**src/button_click_and_hold_detector_macros.svh**
```systemverilog
`ifndef BUTTON_CLICK_AND_HOLD_DETECTOR_MACROS_SVH
`define BUTTON_CLICK_AND_HOLD_DETECTOR_MACROS_SVH

// Both macros expect clk and rst in the scope where they are used.
`define BCHD_ASSERT_IMPL(lbl, cond, prop, msg) \
  lbl: assert property (@(posedge clk) disable iff (rst) (cond) |-> (prop)) \
    else $error(msg);

`define BCHD_ASSERT_NEXT(lbl, cond, prop, msg) \
  lbl: assert property (@(posedge clk) disable iff (rst) (cond) |=> (prop)) \
    else $error(msg);

`endif

```
**src/bchd_pkg.sv**
```systemverilog
`default_nettype none

package bchd_pkg;

  localparam int unsigned HOLD_THIRD_MS       = 5000;
  localparam int unsigned HOLD_FOURTH_MS      = 10000;
  localparam int unsigned HOLD_FIFTH_MS       = 15000;
  localparam int unsigned DEBOUNCE_SAMPLES    = 4;
  localparam int unsigned DEBOUNCE_SPACING_MS = 2;

  localparam int unsigned DB_PHASE_W = $clog2(DEBOUNCE_SAMPLES + 2);

  localparam int unsigned ADDR_W  = 5;
  localparam int unsigned QUEUE_DEPTH = 4;
  localparam int unsigned QPTR_W  = $clog2(QUEUE_DEPTH);
  localparam int unsigned QFILL_W = $clog2(QUEUE_DEPTH + 1);

  localparam logic [2:0] REG_NORMAL_SCAN  = 3'd0;
  localparam logic [2:0] REG_FAST_SCAN    = 3'd1;
  localparam logic [2:0] REG_PRESS_WINDOW = 3'd2;
  localparam logic [2:0] REG_SETTLE_EXTRA = 3'd3;
  localparam logic [2:0] REG_ERROR_HOLD   = 3'd4;
  localparam logic [2:0] REG_MIN_POLLS    = 3'd5;
  localparam logic [2:0] REG_HOLD_FIRST   = 3'd6;
  localparam logic [2:0] REG_HOLD_SECOND  = 3'd7;

  localparam logic [4:0] EV_START   = 5'd0;
  localparam logic [4:0] EV_HOLD1   = 5'd1;
  localparam logic [4:0] EV_HOLD2   = 5'd2;
  localparam logic [4:0] EV_HOLD3   = 5'd3;
  localparam logic [4:0] EV_HOLD4   = 5'd4;
  localparam logic [4:0] EV_HOLD5   = 5'd5;
  localparam logic [4:0] EV_RELEASE = 5'd6;
  localparam logic [4:0] EV_NOPRESS = 5'd7;
  localparam logic [4:0] EV_NONE    = 5'd0;

  typedef struct packed {
    logic [9:0]  normal_scan_ms;
    logic [9:0]  fast_scan_ms;
    logic [15:0] press_window_ms;
    logic [15:0] settle_extra_ms;
    logic [31:0] error_hold_ms;
    logic [7:0]  min_hold_polls;
    logic [15:0] hold_first_ms;
    logic [15:0] hold_second_ms;
  } cfg_t;

  typedef struct packed {
    logic [4:0] event_res;
    logic       last;
  } res_item_t;

  typedef struct packed {
    logic [1:0] count;
    res_item_t  first;
    res_item_t  second;
  } res_pair_t;

  function automatic logic [4:0] count_code(input logic [7:0] presses);
    logic [4:0] code;
    case (presses)
      8'd1:    code = 5'd8;
      8'd2:    code = 5'd9;
      8'd3:    code = 5'd10;
      8'd4:    code = 5'd11;
      8'd5:    code = 5'd12;
      8'd6:    code = 5'd13;
      8'd8:    code = 5'd14;
      8'd10:   code = 5'd15;
      8'd12:   code = 5'd16;
      default: code = 5'd0;
    endcase
    return code;
  endfunction

endpackage

`default_nettype wire

```
**src/bchd_tick_if.sv**
```systemverilog
`default_nettype none

interface bchd_tick_if;
  logic valid;
  logic ready;
  logic pressed;

  modport source (output valid, output pressed, input ready);
  modport sink (input valid, input pressed, output ready);
endinterface

`default_nettype wire

```
**src/bchd_result_if.sv**
```systemverilog
`default_nettype none

interface bchd_result_if;
  logic       valid;
  logic       ready;
  logic [4:0] event_res;
  logic       last;

  modport source (output valid, output event_res, output last, input ready);
  modport sink (input valid, input event_res, input last, output ready);
endinterface

`default_nettype wire

```
**src/button_click_and_hold_detector.sv**
```systemverilog
// A tick request is registered on acceptance and processed once the result queue has room,
// and its results are written into the result queue, which offers them from there.
// Throughput: one tick request per cycle; results leave at one per cycle, while the
// receiver is ready, through a four-entry result queue, and a tick waits in the input
// register while the queue holds more than two results.
// Reset (synchronous, active high) restores register defaults, core state and queue pointers.
`default_nettype none
`include "button_click_and_hold_detector_macros.svh"

module button_click_and_hold_detector
  import bchd_pkg::*;
(
  input  wire logic              clk,
  input  wire logic              rst,
  bchd_tick_if.sink              tick,
  bchd_result_if.source          result,
  input  wire logic              psel,
  input  wire logic              penable,
  input  wire logic              pwrite,
  input  wire logic [ADDR_W-1:0] paddr,
  input  wire logic [31:0]       pwdata,
  output logic [31:0]            prdata,
  output logic                   pready
);

  cfg_t                 cfg;
  res_pair_t            res;
  logic [QFILL_W-1:0]   fill;
  logic                 stage_valid;
  logic                 stage_pressed;
  logic                 advance;

  assign advance    = stage_valid && (fill <= QFILL_W'(QUEUE_DEPTH - 2));
  assign tick.ready = !stage_valid || advance;

  always_ff @(posedge clk) begin
    if (rst) begin
      stage_valid <= 1'b0;
    end else if (tick.valid && tick.ready) begin
      stage_valid <= 1'b1;
    end else if (advance) begin
      stage_valid <= 1'b0;
    end
  end

  always_ff @(posedge clk) begin
    if (tick.valid && tick.ready) begin
      stage_pressed <= tick.pressed;
    end
  end

  bchd_cfg_regs u_cfg (
    .clk     (clk),
    .rst     (rst),
    .psel    (psel),
    .penable (penable),
    .pwrite  (pwrite),
    .paddr   (paddr),
    .pwdata  (pwdata),
    .prdata  (prdata),
    .pready  (pready),
    .cfg     (cfg)
  );

  bchd_core u_core (
    .clk     (clk),
    .rst     (rst),
    .cfg     (cfg),
    .step    (advance),
    .pressed (stage_pressed),
    .res     (res)
  );

  bchd_out_queue u_queue (
    .clk    (clk),
    .rst    (rst),
    .push   (advance),
    .res    (res),
    .fill   (fill),
    .result (result)
  );

  `BCHD_ASSERT_IMPL(a_fill_bound, 1'b1, fill <= QFILL_W'(QUEUE_DEPTH), "result queue overfilled")
  `BCHD_ASSERT_IMPL(a_valid_fill, 1'b1, result.valid == (fill != '0), "result valid disagrees with fill")
  `BCHD_ASSERT_NEXT(a_pair_lands, advance && res.count == 2'd2, fill != '0, "result pair lost")
  `BCHD_ASSERT_IMPL(a_pair_last, advance && res.count == 2'd2, !res.first.last && res.second.last, "last flag misplaced in result pair")

endmodule

`default_nettype wire

```
**src/bchd_cfg_regs.sv**
```systemverilog
`default_nettype none

module bchd_cfg_regs
  import bchd_pkg::*;
(
  input  wire logic              clk,
  input  wire logic              rst,
  input  wire logic              psel,
  input  wire logic              penable,
  input  wire logic              pwrite,
  input  wire logic [ADDR_W-1:0] paddr,
  input  wire logic [31:0]       pwdata,
  output logic [31:0]            prdata,
  output logic                   pready,
  output cfg_t                   cfg
);

  logic       wr_en;
  logic [2:0] idx;

  assign pready = 1'b1;
  assign wr_en  = psel && penable && pwrite;
  assign idx    = paddr[4:2];

  always_ff @(posedge clk) begin
    if (rst) begin
      cfg.normal_scan_ms  <= 10'd20;
      cfg.fast_scan_ms    <= 10'd10;
      cfg.press_window_ms <= 16'd700;
      cfg.settle_extra_ms <= 16'd200;
      cfg.error_hold_ms   <= 32'd30000;
      cfg.min_hold_polls  <= 8'd3;
      cfg.hold_first_ms   <= 16'd500;
      cfg.hold_second_ms  <= 16'd800;
    end else if (wr_en) begin
      case (idx)
        REG_NORMAL_SCAN:  cfg.normal_scan_ms  <= pwdata[9:0];
        REG_FAST_SCAN:    cfg.fast_scan_ms    <= pwdata[9:0];
        REG_PRESS_WINDOW: cfg.press_window_ms <= pwdata[15:0];
        REG_SETTLE_EXTRA: cfg.settle_extra_ms <= pwdata[15:0];
        REG_ERROR_HOLD:   cfg.error_hold_ms   <= pwdata;
        REG_MIN_POLLS:    cfg.min_hold_polls  <= pwdata[7:0];
        REG_HOLD_FIRST:   cfg.hold_first_ms   <= pwdata[15:0];
        REG_HOLD_SECOND:  cfg.hold_second_ms  <= pwdata[15:0];
        default: ;
      endcase
    end
  end

  always_comb begin
    case (idx)
      REG_NORMAL_SCAN:  prdata = {22'd0, cfg.normal_scan_ms};
      REG_FAST_SCAN:    prdata = {22'd0, cfg.fast_scan_ms};
      REG_PRESS_WINDOW: prdata = {16'd0, cfg.press_window_ms};
      REG_SETTLE_EXTRA: prdata = {16'd0, cfg.settle_extra_ms};
      REG_ERROR_HOLD:   prdata = cfg.error_hold_ms;
      REG_MIN_POLLS:    prdata = {24'd0, cfg.min_hold_polls};
      REG_HOLD_FIRST:   prdata = {16'd0, cfg.hold_first_ms};
      REG_HOLD_SECOND:  prdata = {16'd0, cfg.hold_second_ms};
      default:          prdata = 32'd0;
    endcase
  end

endmodule

`default_nettype wire

```
**src/bchd_core.sv**
```systemverilog
`default_nettype none

module bchd_core
  import bchd_pkg::*;
(
  input  wire logic  clk,
  input  wire logic  rst,
  input  wire cfg_t  cfg,
  input  wire logic  step,
  input  wire logic  pressed,
  output res_pair_t  res
);

  typedef enum logic [3:0] {
    HP_WAIT   = 4'd0,
    HP_ARMED  = 4'd1,
    HP_HOLD1  = 4'd2,
    HP_HOLD2  = 4'd3,
    HP_HOLD3  = 4'd4,
    HP_HOLD4  = 4'd5,
    HP_HOLD5  = 4'd6,
    HP_ERROR  = 4'd14,
    HP_IDLE   = 4'd15
  } hold_phase_t;

  logic [31:0]           now_ms, now_ms_next;
  logic [31:0]           scan_mark, scan_mark_next;
  logic [31:0]           press_mark, press_mark_next;
  logic [31:0]           hold_mark, hold_mark_next;
  logic                  prev_level, prev_level_next;
  hold_phase_t           hold_phase, hold_phase_next;
  logic [7:0]            poll_count, poll_count_next;
  logic [7:0]            press_count, press_count_next;
  logic                  count_pending, count_pending_next;
  logic [DB_PHASE_W-1:0] debounce_phase, debounce_phase_next;
  logic                  debounce_good, debounce_good_next;

  logic [31:0]           scan_gap;
  logic [31:0]           press_gap;
  logic [31:0]           held;
  logic [31:0]           sample_at;
  logic [31:0]           interval;
  logic [31:0]           report_limit;
  logic [DB_PHASE_W-1:0] phase_inc;
  logic                  good;
  logic [7:0]            polls;
  logic [4:0]            code;
  logic [4:0]            end_event;
  hold_phase_t           ph;

  always_comb begin
    now_ms_next         = now_ms + 32'd1;
    scan_mark_next      = scan_mark;
    press_mark_next     = press_mark;
    hold_mark_next      = hold_mark;
    prev_level_next     = prev_level;
    hold_phase_next     = hold_phase;
    poll_count_next     = poll_count;
    press_count_next    = press_count;
    count_pending_next  = count_pending;
    debounce_phase_next = debounce_phase;
    debounce_good_next  = debounce_good;
    res                 = '0;

    scan_gap     = now_ms - scan_mark;
    press_gap    = now_ms - press_mark;
    sample_at    = 32'(debounce_phase) * 32'(DEBOUNCE_SPACING_MS);
    interval     = prev_level ? {22'd0, cfg.fast_scan_ms} : {22'd0, cfg.normal_scan_ms};
    report_limit = 32'({1'b0, cfg.press_window_ms} + {1'b0, cfg.settle_extra_ms});
    phase_inc    = debounce_phase + 1'b1;
    good         = debounce_good && pressed;
    polls        = (poll_count == 8'hFF) ? poll_count : poll_count + 8'd1;
    code         = count_code(press_count);
    end_event    = (hold_phase != HP_IDLE) ? EV_RELEASE : EV_NOPRESS;
    ph           = (hold_phase == HP_IDLE) ? HP_WAIT : hold_phase;
    held         = (hold_phase == HP_IDLE) ? 32'd0 : now_ms - hold_mark;

    if (debounce_phase != '0) begin
      if (scan_gap == sample_at) begin
        if (32'(phase_inc) > 32'(DEBOUNCE_SAMPLES)) begin
          if (good) begin
            res.count           = 2'd1;
            res.first.event_res = EV_START;
            res.first.last      = 1'b1;
            if (press_gap < {16'd0, cfg.press_window_ms}) begin
              press_count_next = (press_count == 8'hFF) ? press_count : press_count + 8'd1;
            end else begin
              press_count_next = 8'd1;
            end
            press_mark_next    = now_ms;
            count_pending_next = 1'b1;
            poll_count_next    = 8'd0;
          end
          prev_level_next     = 1'b1;
          scan_mark_next      = now_ms;
          debounce_phase_next = '0;
          debounce_good_next  = 1'b0;
        end else begin
          debounce_phase_next = phase_inc;
          debounce_good_next  = good;
        end
      end
    end else if (scan_gap >= interval) begin
      scan_mark_next = now_ms;
      if (!prev_level && pressed) begin
        debounce_phase_next = DB_PHASE_W'(1);
        debounce_good_next  = 1'b1;
      end else begin
        prev_level_next = pressed;
        if (prev_level && pressed) begin
          poll_count_next = polls;
          if (hold_phase == HP_IDLE) begin
            hold_mark_next = now_ms;
          end
          if (held > cfg.error_hold_ms) begin
            ph = HP_ERROR;
          end
          res.first.last = 1'b1;
          case (ph)
            HP_WAIT: begin
              if (polls >= cfg.min_hold_polls) ph = HP_ARMED;
            end
            HP_ARMED: begin
              if (held > {16'd0, cfg.hold_first_ms}) begin
                ph = HP_HOLD1;
                res.count = 2'd1;
                res.first.event_res = EV_HOLD1;
              end
            end
            HP_HOLD1: begin
              if (held > {16'd0, cfg.hold_second_ms}) begin
                ph = HP_HOLD2;
                res.count = 2'd1;
                res.first.event_res = EV_HOLD2;
              end
            end
            HP_HOLD2: begin
              if (held > 32'(HOLD_THIRD_MS)) begin
                ph = HP_HOLD3;
                res.count = 2'd1;
                res.first.event_res = EV_HOLD3;
              end
            end
            HP_HOLD3: begin
              if (held > 32'(HOLD_FOURTH_MS)) begin
                ph = HP_HOLD4;
                res.count = 2'd1;
                res.first.event_res = EV_HOLD4;
              end
            end
            HP_HOLD4: begin
              if (held > 32'(HOLD_FIFTH_MS)) begin
                ph = HP_HOLD5;
                res.count = 2'd1;
                res.first.event_res = EV_HOLD5;
              end
            end
            default: ;
          endcase
          hold_phase_next = ph;
        end else if (!prev_level && !pressed) begin
          res.count           = 2'd1;
          res.first.event_res = end_event;
          res.first.last      = 1'b1;
          if (count_pending && press_gap > {16'd0, cfg.press_window_ms}) begin
            count_pending_next = 1'b0;
            if (press_gap <= report_limit && code != EV_NONE) begin
              res.count            = 2'd2;
              res.first.event_res  = code;
              res.first.last       = 1'b0;
              res.second.event_res = end_event;
              res.second.last      = 1'b1;
            end
          end
          hold_phase_next = HP_IDLE;
        end
      end
    end
  end

  always_ff @(posedge clk) begin
    if (rst) begin
      now_ms         <= '0;
      scan_mark      <= '0;
      press_mark     <= '0;
      hold_mark      <= '0;
      prev_level     <= 1'b0;
      hold_phase     <= HP_IDLE;
      poll_count     <= '0;
      press_count    <= '0;
      count_pending  <= 1'b0;
      debounce_phase <= '0;
      debounce_good  <= 1'b0;
    end else if (step) begin
      now_ms         <= now_ms_next;
      scan_mark      <= scan_mark_next;
      press_mark     <= press_mark_next;
      hold_mark      <= hold_mark_next;
      prev_level     <= prev_level_next;
      hold_phase     <= hold_phase_next;
      poll_count     <= poll_count_next;
      press_count    <= press_count_next;
      count_pending  <= count_pending_next;
      debounce_phase <= debounce_phase_next;
      debounce_good  <= debounce_good_next;
    end
  end

endmodule

`default_nettype wire

```
**src/bchd_out_queue.sv**
```systemverilog
`default_nettype none

module bchd_out_queue
  import bchd_pkg::*;
(
  input  wire logic           clk,
  input  wire logic           rst,
  input  wire logic           push,
  input  wire res_pair_t      res,
  output logic [QFILL_W-1:0]  fill,
  bchd_result_if.source       result
);

  res_item_t           entries [QUEUE_DEPTH];
  logic [QPTR_W-1:0]   wr_ptr;
  logic [QPTR_W-1:0]   rd_ptr;
  logic [QPTR_W-1:0]   wr_ptr_second;
  logic [1:0]          push_n;
  logic                pop;

  assign push_n        = push ? res.count : 2'd0;
  assign pop           = result.valid && result.ready;
  assign wr_ptr_second = wr_ptr + 1'b1;

  assign result.valid     = (fill != '0);
  assign result.event_res = entries[rd_ptr].event_res;
  assign result.last      = entries[rd_ptr].last;

  always_ff @(posedge clk) begin
    if (push_n != 2'd0) begin
      entries[wr_ptr] <= res.first;
    end
    if (push_n == 2'd2) begin
      entries[wr_ptr_second] <= res.second;
    end
  end

  always_ff @(posedge clk) begin
    if (rst) begin
      wr_ptr <= '0;
      rd_ptr <= '0;
      fill   <= '0;
    end else begin
      wr_ptr <= wr_ptr + QPTR_W'(push_n);
      if (pop) begin
        rd_ptr <= rd_ptr + 1'b1;
      end
      fill <= fill + QFILL_W'(push_n) - QFILL_W'(pop);
    end
  end

endmodule

`default_nettype wire
```
**src/flat_wrapper.sv**
```systemverilog
// flat-port wrapper written by rule: the top's interface ports become plain ports
module button_click_and_hold_detector_flat import bchd_pkg::*;
  (clk, rst, psel, penable, pwrite, paddr, pwdata, prdata, pready, tick_valid, tick_pressed, tick_ready, result_valid, result_event_res, result_last, result_ready);
  bchd_tick_if tick_i ();
  bchd_result_if result_i ();
  input  wire logic clk;
  input  wire logic rst;
  input  wire logic psel;
  input  wire logic penable;
  input  wire logic pwrite;
  input  wire logic [ADDR_W-1:0] paddr;
  input  wire logic [31:0] pwdata;
  output logic [31:0] prdata;
  output logic pready;
  input wire logic [$bits(tick_i.valid)-1:0] tick_valid;
  input wire logic [$bits(tick_i.pressed)-1:0] tick_pressed;
  output wire logic [$bits(tick_i.ready)-1:0] tick_ready;
  output wire logic [$bits(result_i.valid)-1:0] result_valid;
  output wire logic [$bits(result_i.event_res)-1:0] result_event_res;
  output wire logic [$bits(result_i.last)-1:0] result_last;
  input wire logic [$bits(result_i.ready)-1:0] result_ready;
  assign tick_i.valid = tick_valid;
  assign tick_i.pressed = tick_pressed;
  assign tick_ready = tick_i.ready;
  assign result_valid = result_i.valid;
  assign result_event_res = result_i.event_res;
  assign result_last = result_i.last;
  assign result_i.ready = result_ready;
  button_click_and_hold_detector u_core (.clk(clk), .rst(rst), .tick(tick_i), .result(result_i), .psel(psel), .penable(penable), .pwrite(pwrite), .paddr(paddr), .pwdata(pwdata), .prdata(prdata), .pready(pready));
endmodule
```
**config.mk**
```make
export PLATFORM = sky130hd
export DESIGN_NAME = button_click_and_hold_detector_flat
export DESIGN_NICKNAME = d
export VERILOG_FILES = /design/src/bchd_pkg.sv /design/src/bchd_tick_if.sv /design/src/bchd_result_if.sv /design/src/button_click_and_hold_detector.sv /design/src/bchd_cfg_regs.sv /design/src/bchd_core.sv /design/src/bchd_out_queue.sv /design/src/flat_wrapper.sv
export VERILOG_INCLUDE_DIRS = /design/src /design/src/src
export SDC_FILE = /design/constraint.sdc
export NUM_CORES = 1
export LEC_CHECK = 0
export BUFFER_PORTS_ARGS = -buffer_cell sky130_fd_sc_hd__buf_4
export CORE_ASPECT_RATIO = 1.5
export CORE_MARGIN = 4
export CORE_UTILIZATION = 30
export CTS_CLUSTER_DIAMETER = 60
export CTS_CLUSTER_SIZE = 24
export DETAILED_ROUTE_END_ITERATION = 7
export GPL_TIMING_DRIVEN = 0
export PLACE_DENSITY = 0.43
export SETUP_SLACK_MARGIN = 0.02
export SLEW_MARGIN = 20
export SYNTH_ARGS = -nofsm -noshare
export SYNTH_HDL_FRONTEND = slang
export SYNTH_SLANG_ARGS = --single-unit
```
**constraint.sdc**
```tcl
create_clock -name clk -period 7.2 [get_ports clk]
set_input_delay 0.36 -clock clk [delete_from_list [all_inputs] [get_ports clk]]
set_output_delay 0.36 -clock clk [all_outputs]
set_load 0.005 [all_outputs]
```
# Word-level counts from Yosys, hierarchy flattened

Memories as Yosys holds them, arrays and structs flattened. A register that Yosys moved wholly into a read port is not among the register bits.
Cells that the tools add are included.

Register bits after elaboration: 287
Input bits: 45
Memories kept: 2
Bits in writable memories: 24
Word-level logic and storage cells: 211
Output and inout bits: 41
ROM bits: 80

Memory list:

| memory                 | words | bits a word | read ports | clocked after memory_dff | wr ports | line                 | source |
|---|---|---|---|---|---|---|---|
| (name not given)       | 16    | 5           | 1          | 1                        | 0        | bchd_pkg.sv:61       | `case (presses)` |
| u_core.u_queue.entries | 4     | 6           | 1          | 1                        | 2        | bchd_out_queue.sv:14 | `res_item_t entries [QUEUE_DEPTH];` |

$add $sub $neg: 13
Order comparisons: 13
Multiplexer cells: 87
Equal/unequal tests: 24
Bitwise operators: 2
Reductions and logical operators: 46

Operators with widths:

| cell                                                                               | number |
|---|---|
| 32-bit case mux with 8 select lines                                                | 1 |
| 32-bit two-way mux                                                                 | 5 |
| 32-bit by 16-bit greater-than comparator with 1-bit output                         | 3 |
| 8-bit two-way mux                                                                  | 12 |
| 32-bit subtractor                                                                  | 3 |
| 14-bit two-way mux                                                                 | 5 |
| 32-bit by 14-bit greater-than comparator with 1-bit output (second input constant) | 2 |
| 4-bit two-way mux                                                                  | 16 |
| 6-bit two-way mux                                                                  | 7 |
| 32-bit by 1-bit adder with 32-bit output (second input constant)                   | 1 |
| 32-bit by 4-bit equality test with 1-bit output                                    | 1 |
| 32-bit by 10-bit greater-or-equal comparator with 1-bit output                     | 1 |
| 32-bit by 13-bit greater-than comparator with 1-bit output (second input constant) | 1 |
| 32-bit greater-than comparator                                                     | 1 |
| 32-bit by 17-bit <= comparator with 1-bit output                                   | 1 |
| 32-bit by 16-bit < comparator with 1-bit output                                    | 1 |
| 6-bit case mux with 5 select lines                                                 | 1 |
| 1-bit two-way mux                                                                  | 26 |
| 4-bit case mux with 6 select lines                                                 | 1 |
| 7-bit two-way mux                                                                  | 3 |
| 16-bit by 16-bit adder with 17-bit output                                          | 1 |
| 8-bit by 1-bit adder with 8-bit output (second input constant)                     | 2 |
| 8-bit equality test (second input constant)                                        | 2 |
| 2-bit AND reduction                                                                | 8 |
| other kinds (37)                                                                   | 80 |

# Depth between registers and ports, before layout

Gate-level depths: netlist (run 1).

Depth in word-level cells: 18
Gate-level depth with buffers: 35
Gate-level depth less buffers: 35

# Cells and area by module

A second synthesis (run 1) with hierarchy kept.

Cell total of the unflattened synthesis: 3233
Area total of the unflattened synthesis: 25378.1 µm²

By module, submodules not included:

| module                         | cells each | instances | area each (µm²) | seq. area each (µm²) |
|---|---|---|---|---|
| bchd_core                      | 2391       | 1         | 17971.0         | 3183.1 |
| bchd_cfg_regs                  | 721        | 1         | 5611.6          | 2482.4 |
| bchd_out_queue                 | 111        | 1         | 1697.9          | 900.9 |
| button_click_and_hold_detector | 10         | 1         | 97.6            | 50.0 |

# Worst setup path before layout (run 1)

Ideal clock, no wire load.

Path type: reg-to-reg
Start point: register u_core.u_core.now_ms[18]
End point: register u_core.u_queue.fill[2]
Arrival time: 5837 ps
Setup slack: 1235 ps
Required time: 7072 ps
Period minus slack after synthesis: 5965 ps
Cell stages (with the launch flop): 31
Path buffers: 1
Library setup time: 128 ps
Cells stage by stage: dfxtp_1 > ha_1 > clkbuf_1 > a21oi_1 > o21ai_0 > a2111oi_1 > o22ai_1 > a211oi_1 > xor2_1 > nor2_1 > ha_1 > a21oi_1 > o21ai_0 > a211oi_1 > nand3_1 > o21ai_0 > nand2b_1 > or4_1 > a31oi_1 > a221o_1 > o21ai_0 > o21ai_0 > inv_1 > ha_1 > inv_1 > ha_1 > inv_1 > fa_1 > xnor2_1 > xnor2_1 > nor2_1

Longest elaborated chain between the ends: 17
Elaborated cells on any way between the ends: 43
Those cells by class: 5 x add/sub; 9 x order compare; 6 x eq/ne; 21 x mux; 2 x reduce/logical

RTL lines:

| item                                                                   | line                 | source |
|---|---|---|
| start, declared                                                        | bchd_core.sv:26      | `logic [31:0] now_ms, now_ms_next;` |
| start signal, assigned                                                 | bchd_core.sv:195     | `now_ms <= now_ms_next;` |
| 32-bit subtractor                                                      | bchd_core.sv:76      | `held = (hold_phase == HP_IDLE) ? 32'd0 : now_ms - hold_mark;` |
| 32-bit two-way mux                                                     | bchd_core.sv:76      |  |
| 32-bit greater-than comparator                                         | bchd_core.sv:115     | `if (held > cfg.error_hold_ms) begin` |
| 4-bit two-way mux                                                      | bchd_core.sv:115     |  |
| 4-bit two-way mux                                                      | bchd_core.sv:110     | `if (prev_level && pressed) begin` |
| 4-bit two-way mux                                                      | bchd_core.sv:105     | `if (!prev_level && pressed) begin` |
| 4-bit two-way mux                                                      | bchd_core.sv:103     | `end else if (scan_gap >= interval) begin` |
| 4-bit two-way mux                                                      | bchd_core.sv:78      | `if (debounce_phase != '0) begin` |
| 4-bit by 3-bit equality test with 1-bit output (tied with other cells) | bchd_core.sv:119     | `case (ph)` |
| 6-bit case mux with 5 select lines                                     | bchd_core.sv:119     |  |
| 8-bit two-way mux                                                      | bchd_core.sv:110     |  |
| 14-bit two-way mux                                                     | bchd_core.sv:105     |  |
| 14-bit two-way mux                                                     | bchd_core.sv:103     |  |
| 8-bit two-way mux *                                                    | bchd_core.sv:78      |  |
| 2-bit two-way mux *                                                    | bchd_out_queue.sv:21 | `assign push_n = push ? res.count : 2'd0;` |
| 3-bit by 2-bit adder with 3-bit output *                               | bchd_out_queue.sv:48 | `fill <= fill + QFILL_W'(push_n) - QFILL_W'(pop);` |
| 3-bit by 1-bit subtractor with 3-bit output *                          | bchd_out_queue.sv:48 |  |
| end signal, assigned                                                   | bchd_out_queue.sv:48 |  |
| end, declared                                                          | bchd_out_queue.sv:10 | `output logic [QFILL_W-1:0] fill,` |

Mark *: on every way between the ends. The rest lies on a longest branch, timed or not. The select of a mux whose other input is x is not followed.
A chain may end at the register's enable or synchronous reset.

# Final worst setup path (run 1)

Start point: register u_core.u_core.now_ms[11]
End point: register u_core.u_queue.fill[2]

Same word-level chain as after synthesis.

==> results of run 1 <==
-- metal layers --
layer | vias up | routed length [um] | GRT usage [%]
li1 | 11300 | - | -
met1 | 11100 | 37400 | 24.6
met2 | 511 | 47800 | 39.6
met3 | 200 | 3180 | 2.24
met4 | 0 | 6120 | 11.9
met5 | - | 0 | 0
-- flip-flops by register name, summed over array words and instances (netlist names), named ones only --
| signal | count |
|---|---|
| u_core.u_core.hold_mark | 32 |
| u_core.u_queue.entries | 24 |
| u_core.u_core.prev_level | 1 |
| u_core.u_core.hold_phase | 4 |
| u_core.u_core.poll_count | 8 |
| u_core.stage_valid | 1 |
| u_core.u_core.debounce_phase | 3 |
| u_core.u_core.scan_mark | 32 |
| u_core.u_core.now_ms | 32 |
| u_core.u_queue.wr_ptr | 2 |
| u_core.u_queue.rd_ptr | 2 |
| u_core.stage_pressed | 1 |
| u_core.u_core.press_count | 8 |
| u_core.u_core.count_pending | 1 |
| u_core.u_queue.fill | 3 |
| u_core.u_core.debounce_good | 1 |
| u_core.u_cfg.cfg | 124 |
| u_core.u_core.press_mark | 32 |
-- area by class of cell --
| class | instances | area (um2) |
|---|---|---|
| Clock buffer | 39 | 943 |
| Sequential cell | 318 | 6570 |
| Timing Repair Buffer | 86 | 673 |
| Tap cell | 1032 | 1290 |
| Clock inverter | 23 | 295 |
| Fill cell | 8511 | 52300 |
| Multi-Input combinational cell | 2415 | 16200 |
| Inverter | 241 | 905 |
| Buffer | 147 | 643 |
-- through the flow --
stage | util (%) | hold WS [ns] | std cells
after global placement | 32.5 | 0.439 | 4233
after global routing | 34.5 | 0.0357 | 4301
after detailed placement | 32.5 | 0.445 | 4233
after floorplan | - | 0.432 | 3128
after CTS | 34.2 | 0.0104 | 4299
final | 34.5 | 0.0360 | 4301
-- power by group through the flow --
stage	logic (mW)	registers (mW)	clock network (mW)
after global routing	1.17	1.84	2.09
after global placement	1.05	1.88	0
after CTS	1.07	1.84	2.03
after floorplan	0.695	1.87	0
after detailed placement	1.06	1.88	0
final	1.08	1.84	1.97
-- timing repair --
action | 4_1_cts | 5_1_grt
resized for setup | 18 | 47
hold endpoints to repair | 1 | 0
setup endpoints to repair | 23 | 2
buffers inserted | 4 | 8
hold buffers | 1 | 0
pin swaps | 2 | 7
-- worst max-delay path: cells and delay by family (launching register included) --
family                     cells  cell delay (ns)
AOI/OAI and AO/OA             11             2.29
adders and majority gates      5             1.29
and+or+nand+nor                7             1.27
DFF                            1             0.63
buffers and inverters          5             0.51
xor gates and xnor gates       2             0.28
muxes                          1             0.26
-- cells in the final DEF (no fill, tap or decap), types with 14 or more instances in the layout --
master | netlist | layout
sky130_fd_sc_hd__ha_1 | 243 | 243
sky130_fd_sc_hd__nor2b_1 | 28 | 28
sky130_fd_sc_hd__clkbuf_1 | 101 | 92
sky130_fd_sc_hd__o22ai_1 | 18 | 18
sky130_fd_sc_hd__nand2_1 | 441 | 441
sky130_fd_sc_hd__nor3_1 | 70 | 66
sky130_fd_sc_hd__mux2i_1 | 115 | 114
sky130_fd_sc_hd__mux4_2 | 14 | 14
sky130_fd_sc_hd__and2_1 | 28 | 28
sky130_fd_sc_hd__a211o_1 | 15 | 15
sky130_fd_sc_hd__a211oi_1 | 34 | 32
sky130_fd_sc_hd__clkbuf_16 | 0 | 37
sky130_fd_sc_hd__nor2_1 | 280 | 280
sky130_fd_sc_hd__o21ai_0 | 133 | 129
sky130_fd_sc_hd__buf_4 | 5 | 88
sky130_fd_sc_hd__a31oi_1 | 21 | 19
sky130_fd_sc_hd__o211ai_1 | 39 | 39
sky130_fd_sc_hd__nand4_1 | 52 | 52
sky130_fd_sc_hd__or3_1 | 21 | 21
sky130_fd_sc_hd__xnor2_1 | 63 | 62
sky130_fd_sc_hd__dfxtp_1 | 301 | 279
sky130_fd_sc_hd__xor2_1 | 57 | 57
sky130_fd_sc_hd__edfxtp_1 | 17 | 17
sky130_fd_sc_hd__a21o_1 | 50 | 50
sky130_fd_sc_hd__and3_1 | 29 | 29
sky130_fd_sc_hd__o21a_1 | 26 | 26
sky130_fd_sc_hd__inv_1 | 241 | 240
sky130_fd_sc_hd__nand2b_1 | 26 | 26
sky130_fd_sc_hd__o21bai_1 | 18 | 18
sky130_fd_sc_hd__a21oi_1 | 293 | 291
sky130_fd_sc_hd__dfxtp_2 | 0 | 18
sky130_fd_sc_hd__nand3_1 | 76 | 76
sky130_fd_sc_hd__buf_2 | 21 | 21
-- path summary, 6_finish.rpt --
kind	slack [ns]	startpoint	cells past startpoint	end
worst max-delay path	0.50	u_core.u_core.now_ms[11]$_SDFFE_PP0P_	31	u_core.u_queue.fill[2]$_SDFF_PP0_
worst min-delay path	0.04	pwdata[31]	3	u_core.u_cfg.cfg[71]$_SDFFE_PP0P_
worst max register to register	0.50	u_core.u_core.now_ms[11]$_SDFFE_PP0P_	31	u_core.u_queue.fill[2]$_SDFF_PP0_
worst min register to register	0.45	u_core.u_core.press_mark[20]$_SDFFE_PP0P_	2	u_core.u_core.press_mark[20]$_SDFFE_PP0P_
-- cell families (layout without fill, tap and decap cells) --
| group | Yosys count | in the layout | synth area share (%) |
|---|---|---|---|
| simple gates | 1123 | 1123 | 21.5 |
| compound gates | 786 | 786 | 21.0 |
| buf+inv | 395 | 536 | 6.52 |
| flops | 318 | 318 | 27.1 |
| fa+ha+maj | 248 | 248 | 13.0 |
| mux | 137 | 137 | 6.46 |
| xor+xnor | 120 | 120 | 4.36 |
| other cells | 1 | 1 | 0.0156 |
==> impl_metrics.yaml, run 1 <==
die:
  die_area_um2: 85000
  die_h_um: 355
  io-pin-count: 86
  design.core.area_um2: 79800
  die_x_um: 239
  floorplan.rows: 127
  start_util_pct: 30.2
synthesis:
  synthFlopType: "sky130_fd_sc_hd__dfxtp_1"
  synthesized_netlist_cell_count: 3128
  synth_top_area_share_pct: 25.0
  post-synth-top-count-cell: "sky130_fd_sc_hd__nand2_1"
  synth.top_cells.by_count: "441 x sky130_fd_sc_hd__nand2_1, 301 x sky130_fd_sc_hd__dfxtp_1, 293 x sky130_fd_sc_hd__a21oi_1"
  synthesis.nets: 3421
  ys_seq_elements: 318
  synth_sequential_area_ratio_pct: 27.1
  ys_async_sr_fraction_pct: 0
  yosysTopAreaCell: "sky130_fd_sc_hd__dfxtp_1"
  ys_top_cells_by_area: "sky130_fd_sc_hd__dfxtp_1 25%, sky130_fd_sc_hd__ha_1 13%, sky130_fd_sc_hd__nand2_1 6.9%"
  synth_edf_count: 17
  synth.distinct_cells: 100
  post_synth.cell_area_avg_um2: 7.70
  synth.yosys.warnings: 0
  netlist_area_before_placement_um2: 24100
detailed_routing:
  routed_wire_length_per_instance_um: 22.0
  wirelength_mm: 94.5
  drt_iter0_markers: 1423
  drtPass1Iterations: 7
  drt.antenna.violating_nets: 0
  vias: 23100
  drc: 0
  routed_via_density: 5.37
cells_and_area:
  final_cell_area_um2: 27500
  share_of_final_layout_standard_cells_stronger_than_drive_strength_1_pct: 9.51
  area_delta_synth_final_pct: 14.1
  design.final.nets: 3536
  antennaDiodeCount: 0
run_status:
  outcome: "complete, no violations"
timing:
  fin_ws_ns: 0.504
  timing.final.hold_violations: 0
  period_needed_ns: 6.70
  timing.max_slew.rel_slack_pct: 32.7
  rsz0062_at_grt: "no"
  max_freq_ghz: 0.149
  clock_skew_ns: 0.0344
  fin_setup_tns_ns: 0
  drv_slew: 0
  worst_pin_slew_ns: 1.01
  final_min_period_over_clock_period_pct: 93.0
  final-setup-viol-count: 0
global_route:
  grt-ovfl-total: 0
  gr-usage-all-layers_pct: 21.7
  first_global_vias: 23000
  largest_net_degree_at_the_start_of_global_routing: 22
  grt_pass1_wl_mm: 142
  grt_antenna_before_repair: 0
clocking:
  cts_inserted_buffers: 34
  cts.path.max_buffers: 3
  clkSlewWorstSetupHoldPaths_ns: 0.08
  cts.htree.levels: 2
  num_clock_sinks: 318
  tritoncts: "done"
  cts_root_buffer: "sky130_fd_sc_hd__clkbuf_16"
  clock_latency_reported_for_the_late_side_of_the_worst_skew_pair_ns: 0.59
placement:
  placed_cell_area_um2: 25900
  placement.io_buffers: 73
  hpwlAfterDp_mm: 78.4
  place.gp.congestion: 0.950
  dp_worst_setup_slack_ns: -1.11
setup_path:
  cp.arrival_ns: 7.13
  critical_path.max_stage_delay_ns: 0.63
  critPathSlowestCell: "sky130_fd_sc_hd__dfxtp_1"
  worstSetupEndpointType: "flop"
  critPathRequiredTime_ns: 7.63
  worstPathMaxFanout: 9
  start_kind: "flop"
  critical_path_class: "flop to flop"
  critical-path-top-cell-by-count: "sky130_fd_sc_hd__ha_1"
pwr:
  power_density_nw_per_um2: 178
  switching_share_pct: 32.9
  power.clock.fraction_pct: 40.3
  switching_power_mw: 1.61
  seq_power_share_pct: 37.6
  total_internal_power_mw: 3.28
  finalPower_mw: 4.89
  worst_ir_drop_vdd_mv: 0.145
  reported_leakage_power_nw: 11.2
  combPwrFrac_pct: 22.1
run:
  max-cap-violations: 0
min_path:
  worst_hold_path_type: "primary input to flop"
(Power assumes the default switching activity.)
==> inputs of run 2 (changes only) <==
--- a/config.mk
+++ b/config.mk
@@ -15,6 +15,7 @@
 export DETAILED_ROUTE_END_ITERATION = 7
 export GPL_TIMING_DRIVEN = 0
 export PLACE_DENSITY = 0.43
+export RECOVER_POWER = 25
 export SETUP_SLACK_MARGIN = 0.02
 export SLEW_MARGIN = 20
 export SYNTH_ARGS = -nofsm -noshare
==> impl_metrics.yaml, run 2 (synthesis gave the netlist of run 1 again) <==
run_status:
  outcome: "complete, no violations"
cells_and_area:
  design.final.nets: 3536
  final_common_cell: "sky130_fd_sc_hd__nand2_1"
  leading_cell_types_in_the_layout_fill_and_taps_excluded: "441 x sky130_fd_sc_hd__nand2_1, 291 x sky130_fd_sc_hd__a21oi_1, 280 x sky130_fd_sc_hd__nor2_1"
  largest_reg_flops: 124
  fill_cells: 8514
  share_of_final_layout_standard_cells_stronger_than_drive_strength_1_pct: 9.39
  area_delta_synth_final_pct: 14.1
  largest_register: "u_core.u_cfg.cfg"
  antennaDiodeCount: 0
detailed_routing:
  routed-wl-met3_mm: 3.18
  routed_via_density: 5.37
  m1WireLength_mm: 37.4
  drt.antenna.violating_nets: 0
  wirelength_mm: 94.5
  met2_length_mm: 47.8
  drtPass1Iterations: 6
  drc: 0
  vias: 23100
  top_layer: "met4"
  drt_iter0_markers: 1409
  routed_wire_length_per_instance_um: 22.0
global_route:
  grt_antenna_before_repair: 0
  first_global_vias: 23000
  grt-ovfl-total: 0
  grt_pass1_wl_mm: 142
  largest_net_degree_at_the_start_of_global_routing: 22
  gr-usage-all-layers_pct: 21.7
pwr:
  finalPower_mw: 4.89
  reported_leakage_power_nw: 11.2
  worst_ir_drop_vdd_mv: 0.145
  power_density_nw_per_um2: 178
timing:
  timing.max_slew.rel_slack_pct: 14.7
  drv_slew: 0
  final_min_period_over_clock_period_pct: 93.1
  timing.final.hold_violations: 0
  rsz0062_at_grt: "no"
  worst_pin_slew_ns: 1.28
  clock_skew_ns: 0.0344
  final-setup-viol-count: 0
  period_needed_ns: 6.70
  max_freq_ghz: 0.149
  finalHoldWorstSlack_ns: 0.0365
min_path:
  worst_hold_path_type: "primary input to flop"
  min_delay_path_depth: 3
  hold_path_startpoint: "pwdata[31]"
  worstHoldEndpoint: "u_core.u_cfg.cfg[71]$_SDFFE_PP0P_"
placement:
  hpwlAfterDp_mm: 78.4
  placement.io_buffers: 73
  place.gp.congestion: 0.950
clocking:
  cts.htree.levels: 2
  cts_inserted_buffers: 34
  num_clock_sinks: 318
  clkSlewWorstSetupHoldPaths_ns: 0.08
  cts.path.max_buffers: 3
  cts_root_buffer: "sky130_fd_sc_hd__clkbuf_16"
  clock_latency_reported_for_the_late_side_of_the_worst_skew_pair_ns: 0.59
  tritoncts: "done"
die:
  die_area_um2: 85000
  die_x_um: 239
  design.core.area_um2: 79800
  die_h_um: 355
  start_util_pct: 30.2
  io-pin-count: 86
  floorplan.rows: 127
setup_path:
  critical-path-top-cell-by-count: "sky130_fd_sc_hd__ha_1"
  reg2reg_setup_slack_ns: 0.50
  worstReg2RegEnd: "u_core.u_queue.fill[2]$_SDFF_PP0_"
  worst_r2r_path_depth: 31
  critPathRequiredTime_ns: 7.63
  critical_path_class: "flop to flop"
  worstSetupEndpointType: "flop"
  start_kind: "flop"
  critical_path.max_stage_delay_ns: 0.63
  cp.arrival_ns: 7.13
  rr_startpoint: "u_core.u_core.now_ms[11]$_SDFFE_PP0P_"
  worstPathMaxFanout: 9
  critPathSlowestCell: "sky130_fd_sc_hd__dfxtp_1"
run:
  max-cap-violations: 0
run 2: cell count changes in the layout (fill, tap and decap cells not counted):
| cell | previous run | this run |
|---|---|---|
| sky130_fd_sc_hd__clkbuf_1 | 92 | 97 |
| sky130_fd_sc_hd__buf_1 | 13 | 12 |
| sky130_fd_sc_hd__clkbuf_4 | 0 | 3 |
| sky130_fd_sc_hd__and2_1 | 28 | 26 |
| sky130_fd_sc_hd__buf_4 | 88 | 82 |
| sky130_fd_sc_hd__clkbuf_2 | 13 | 12 |
| sky130_fd_sc_hd__and2_0 | 0 | 2 |
run 2: worst max-delay path, delay by kind of cell (launching register included):
| kind | cells | cell delay [ns] |
|---|---|---|
| DFF | 1 | 0.63 |
| and+or+nand+nor | 7 | 1.27 |
| xor gates and xnor gates | 2 | 0.28 |
| AOI/OAI and AO/OA | 11 | 2.29 |
| adders and majority gates | 5 | 1.29 |
| buffers and inverters | 5 | 0.51 |
| muxes | 1 | 0.26 |
run 2: metrics by stage:
stage / TNS [ns] / instance area [um2] / setup WS, ns / utilization [%] / std cells
after global placement: -2.74 / 25900 / -1.06 / 32.5 / 4233
after floorplan: 0 / 24100 / 1.24 / - / 3128
final: 0 / 27500 / 0.499 / 34.4 / 4301
after CTS: 0 / 27300 / 0.0214 / 34.2 / 4299
after detailed placement: -3.84 / 25900 / -1.11 / 32.5 / 4233
after global routing: 0 / 27500 / 0.0158 / 34.4 / 4301
run 2: what timing repair did:
action / in CTS / in global routing
resized for setup: 18 / 47
pin swaps: 2 / 7
setup endpoints to repair: 23 / 2
hold endpoints to repair: 1 / 0
setup buffers: 4 / 8
hold buffers: 1 / 0
run 2: routing by layer:
metal	vias to the layer above	global-route usage [%]
met5	-	0
met1	11100	24.6
met2	513	39.6
met3	196	2.24
met4	0	11.9
li1	11300	-
run 2: how the worst max path moves through the flow:
| stage | start | endpoint | slack (ns) | cells past startpoint |
|---|---|---|---|---|
| floorplan | u_core.u_core.now_ms[18]$_SDFFE_PP0P_ | u_core.u_queue.fill[2]$_SDFF_PP0_ | 1.24 | 30 |
| global placement | u_core.u_core.now_ms[25]$_SDFFE_PP0P_ | u_core.u_queue.fill[2]$_SDFF_PP0_ | -1.06 | 30 |
| detailed placement | u_core.u_core.now_ms[21]$_SDFFE_PP0P_ | u_core.u_queue.fill[2]$_SDFF_PP0_ | -1.11 | 30 |
| CTS | u_core.u_core.now_ms[10]$_SDFFE_PP0P_ | u_core.u_queue.fill[2]$_SDFF_PP0_ | 0.02 | 30 |
| global route | u_core.u_core.now_ms[11]$_SDFFE_PP0P_ | u_core.u_queue.fill[2]$_SDFF_PP0_ | 0.02 | 31 |
| finish | u_core.u_core.now_ms[11]$_SDFFE_PP0P_ | u_core.u_queue.fill[2]$_SDFF_PP0_ | 0.50 | 31 |
run 2: area by class of cell:
| type | count | area, um2 | area share [%] |
|---|---|---|---|
| flip-flops and latches | 318 | 6570 | 23.9 |
| inverters | 241 | 905 | 3.29 |
| clock inverters | 23 | 295 | 1.07 |
| multi-input cells | 2415 | 16200 | 58.8 |
| well taps | 1032 | 1290 | 4.70 |
| clock buffers | 39 | 943 | 3.43 |
| plain buffers | 147 | 642 | 2.34 |
| repair buffers | 86 | 662 | 2.41 |
run 2: power breakdown:
part | internal (mW) | switching, mW
combinational | 0.406 | 0.673
clock | 1.07 | 0.900
sequential | 1.80 | 0.0347
total | 3.28 | 1.61
==> inputs of run 3 (changes only) <==
--- a/config.mk
+++ b/config.mk
@@ -6,6 +6,7 @@
 export SDC_FILE = /design/constraint.sdc
 export NUM_CORES = 1
 export LEC_CHECK = 0
+export ABC_AREA = 1
 export BUFFER_PORTS_ARGS = -buffer_cell sky130_fd_sc_hd__buf_4
 export CORE_ASPECT_RATIO = 1.5
 export CORE_MARGIN = 4
@@ -14,7 +15,7 @@
 export CTS_CLUSTER_SIZE = 24
 export DETAILED_ROUTE_END_ITERATION = 7
 export GPL_TIMING_DRIVEN = 0
-export PLACE_DENSITY = 0.43
+export PLACE_DENSITY = 0.42
 export RECOVER_POWER = 25
 export SETUP_SLACK_MARGIN = 0.02
 export SLEW_MARGIN = 20
==> impl_metrics.yaml, run 3 <==
timing:
  drv_slew: 0
  final_min_period_over_clock_period_pct: 90.8
  fin_setup_tns_ns: 0
  timing.max_slew.rel_slack_pct: 6.30
  rsz0062_at_grt: "no"
  max_freq_ghz: 0.153
  timing.final.hold_violations: 0
  final-setup-viol-count: 0
  worst_pin_slew_ns: 1.41
  period_needed_ns: 6.54
  clock_skew_ns: 0.0333
synthesis:
  synth.top_cells.by_count: "974 x sky130_fd_sc_hd__nand2_1, 713 x sky130_fd_sc_hd__inv_1, 377 x sky130_fd_sc_hd__a21oi_1"
  netlist_area_before_placement_um2: 25000
  yosysTopAreaCell: "sky130_fd_sc_hd__dfxtp_1"
  ys_seq_elements: 318
  ys_async_sr_fraction_pct: 0
  synthesis.nets: 4288
  synth.yosys.warnings: 0
  synth_sequential_area_ratio_pct: 26.1
  synthFlopType: "sky130_fd_sc_hd__dfxtp_1"
  ys_top_cells_by_area: "sky130_fd_sc_hd__dfxtp_1 24%, sky130_fd_sc_hd__nand2_1 15%, sky130_fd_sc_hd__ha_1 12%"
  synth_top_area_share_pct: 24.1
  synth.distinct_cells: 57
  post-synth-top-count-cell: "sky130_fd_sc_hd__nand2_1"
  synthesized_netlist_cell_count: 3995
  post_synth.cell_area_avg_um2: 6.26
  synth_edf_count: 17
detailed_routing:
  drt_iter0_markers: 1438
  routed_wire_length_per_instance_um: 19.1
  vias: 25400
  drt.antenna.violating_nets: 0
  routed_via_density: 4.82
  drtPass1Iterations: 8
  wirelength_mm: 100
  drc: 0
clocking:
  num_clock_sinks: 318
  cts.path.max_buffers: 3
  tritoncts: "done"
  clock_latency_reported_for_the_late_side_of_the_worst_skew_pair_ns: 0.63
  clkSlewWorstSetupHoldPaths_ns: 0.08
  cts.htree.levels: 1
  cts_inserted_buffers: 31
  cts_root_buffer: "sky130_fd_sc_hd__clkbuf_16"
cells_and_area:
  area_delta_synth_final_pct: 13.3
  register_area_um2: 6540
  final_cell_area_um2: 28300
  share_of_final_layout_standard_cells_stronger_than_drive_strength_1_pct: 5.02
  largest_reg_flops: 124
  largest_register: "u_core.u_cfg.cfg"
  antennaDiodeCount: 0
  final_common_cell: "sky130_fd_sc_hd__nand2_1"
  leading_cell_types_in_the_layout_fill_and_taps_excluded: "974 x sky130_fd_sc_hd__nand2_1, 713 x sky130_fd_sc_hd__inv_1, 377 x sky130_fd_sc_hd__a21oi_1"
  design.final.nets: 4416
  final_util_pct: 34.3
  multi_input_logic_area_um2: 15400
  fill_cells: 9375
setup_path:
  critical_path.max_stage_delay_ns: 0.51
  critical-path-top-cell-by-count: "sky130_fd_sc_hd__nand2_1"
  cp_num_buf_inv: 9
  worst_r2r_path_depth: 41
  critPathRequiredTime_ns: 7.69
  cp.arrival_ns: 7.03
  critical_path_class: "flop to flop"
  worstSetupEndpointType: "flop"
  critPathSlowestCell: "sky130_fd_sc_hd__dfxtp_1"
  worstReg2RegEnd: "u_core.u_queue.fill[2]$_SDFF_PP0_"
  worstPathMaxFanout: 8
  critical-path-top-delay-family: "simple AND/OR/NAND/NOR gates"
  reg2reg_setup_slack_ns: 0.66
  cp_depth: 41
  rr_startpoint: "u_core.u_core.now_ms[0]$_SDFFE_PP0P_"
  start_kind: "flop"
min_path:
  worstHoldEndpoint: "u_core.u_cfg.cfg[53]$_SDFFE_PP1P_"
  hold_path_startpoint: "pwdata[13]"
  worst_hold_path_type: "primary input to flop"
  min_delay_path_depth: 3
die:
  floorplan.rows: 129
  io-pin-count: 86
  die_h_um: 362
  die_area_um2: 88200
  die_x_um: 244
  design.core.area_um2: 82600
  start_util_pct: 30.3
placement:
  placed_cell_area_um2: 27000
  hpwlAfterDp_mm: 84.5
  placement.io_buffers: 81
  place.gp.congestion: 0.915
global_route:
  largest_net_degree_at_the_start_of_global_routing: 20
  grt_pass1_wl_mm: 150
  gr-usage-all-layers_pct: 22.1
  first_global_vias: 24800
  grt_antenna_before_repair: 3
  grt-ovfl-total: 0
pwr:
  power_density_nw_per_um2: 210
  finalPower_mw: 5.94
  worst_ir_drop_vdd_mv: 0.202
  reported_leakage_power_nw: 14.2
run:
  max-cap-violations: 0
run_status:
  outcome: "complete, no violations"
-- run 3: cell count changes after synthesis, moves of 84 or more --
cell                      previous run  this run
sky130_fd_sc_hd__nand2_1           441       974
sky130_fd_sc_hd__inv_1             241       713
sky130_fd_sc_hd__o21ai_0           133       267
sky130_fd_sc_hd__nand3_1            76       206
sky130_fd_sc_hd__mux2i_1           115         0
sky130_fd_sc_hd__nor2_1            280       365
sky130_fd_sc_hd__a21oi_1           293       377
-- run 3: how the worst max path moves through the flow --
stage	from	endpoint	slack, ns
after CTS	u_core.u_core.now_ms[0]$_SDFFE_PP0P_	u_core.u_queue.fill[2]$_SDFF_PP0_	0.08
after floorplan	u_core.u_cfg.cfg[72]$_SDFFE_PP0P_	u_core.u_queue.fill[2]$_SDFF_PP0_	2.07
after global placement	u_core.u_core.now_ms[0]$_SDFFE_PP0P_	u_core.u_queue.fill[2]$_SDFF_PP0_	0.19
after detailed placement	u_core.u_core.now_ms[0]$_SDFFE_PP0P_	u_core.u_queue.fill[2]$_SDFF_PP0_	0.10
after global routing	u_core.u_core.now_ms[0]$_SDFFE_PP0P_	u_core.u_queue.fill[2]$_SDFF_PP0_	0.12
final	u_core.u_core.now_ms[0]$_SDFFE_PP0P_	u_core.u_queue.fill[2]$_SDFF_PP0_	0.66
-- run 3: through the flow --
stage,worst slack (ns),std cells,hold WS (ns)
after floorplan,2.07,3995,0.427
after global placement,0.193,5189,0.444
after detailed placement,0.103,5189,0.447
after CTS,0.0784,5259,0.000617
after global routing,0.122,5260,0.0330
final,0.660,5260,0.0419
-- run 3: kinds of logic after synthesis --
group,Yosys count,synth area share (%)
AOI/OAI and AO/OA,821,17.8
xor gates and xnor gates,58,2.03
adders and majority gates,248,12.6
buffers and inverters,815,12.4
DFF,318,26.1
other,1,0.0150
and+or+nand+nor,1734,29.1
-- run 3: routing by layer --
layer  part of all wire, %  GRT usage, %  vias to the layer above  wire length (um)
li1                      -             -                    13200                 -
met4                   4.7          8.94                        0              4710
met2                    53          43.4                      425             53700
met1                    39          24.2                    11600             39600
met5                     0             0                        -                 0
met3                   2.4          1.63                      157              2430
-- run 3: final cells by class --
| cell class | count | area share, % |
|---|---|---|
| Timing Repair Buffer | 95 | 2.59 |
| Buffer | 89 | 1.29 |
| Multi-Input combinational cell | 2862 | 54.4 |
| Clock inverter | 25 | 1.38 |
| Clock buffer | 32 | 2.75 |
| Sequential cell | 318 | 23.1 |
| Inverter | 726 | 9.63 |
| Tap cell | 1113 | 4.92 |
-- run 3: worst min-delay path: stages --
cell and delay (ns):
sky130_fd_sc_hd__buf_4 0.14, sky130_fd_sc_hd__a21oi_1 0.07, sky130_fd_sc_hd__o21ai_0 0.06
-- run 3: where the power goes --
part / switching, mW / internal, mW / total [mW] / leakage (nW)
logic: 1.43 / 0.673 / 2.10 / 11.0
clock network: 0.898 / 1.03 / 1.92 / 0.561
registers: 0.0590 / 1.85 / 1.91 / 2.61
-- run 3: what timing repair did --
| item | in CTS | in global routing |
|---|---|---|
| hold endpoints to repair | 13 | 0 |
| endpoints found under the setup margin | 0 | 2 |
| hold buffers | 13 | 0 |
| buffers inserted | 0 | 1 |
| gates resized for setup | 0 | 4 |
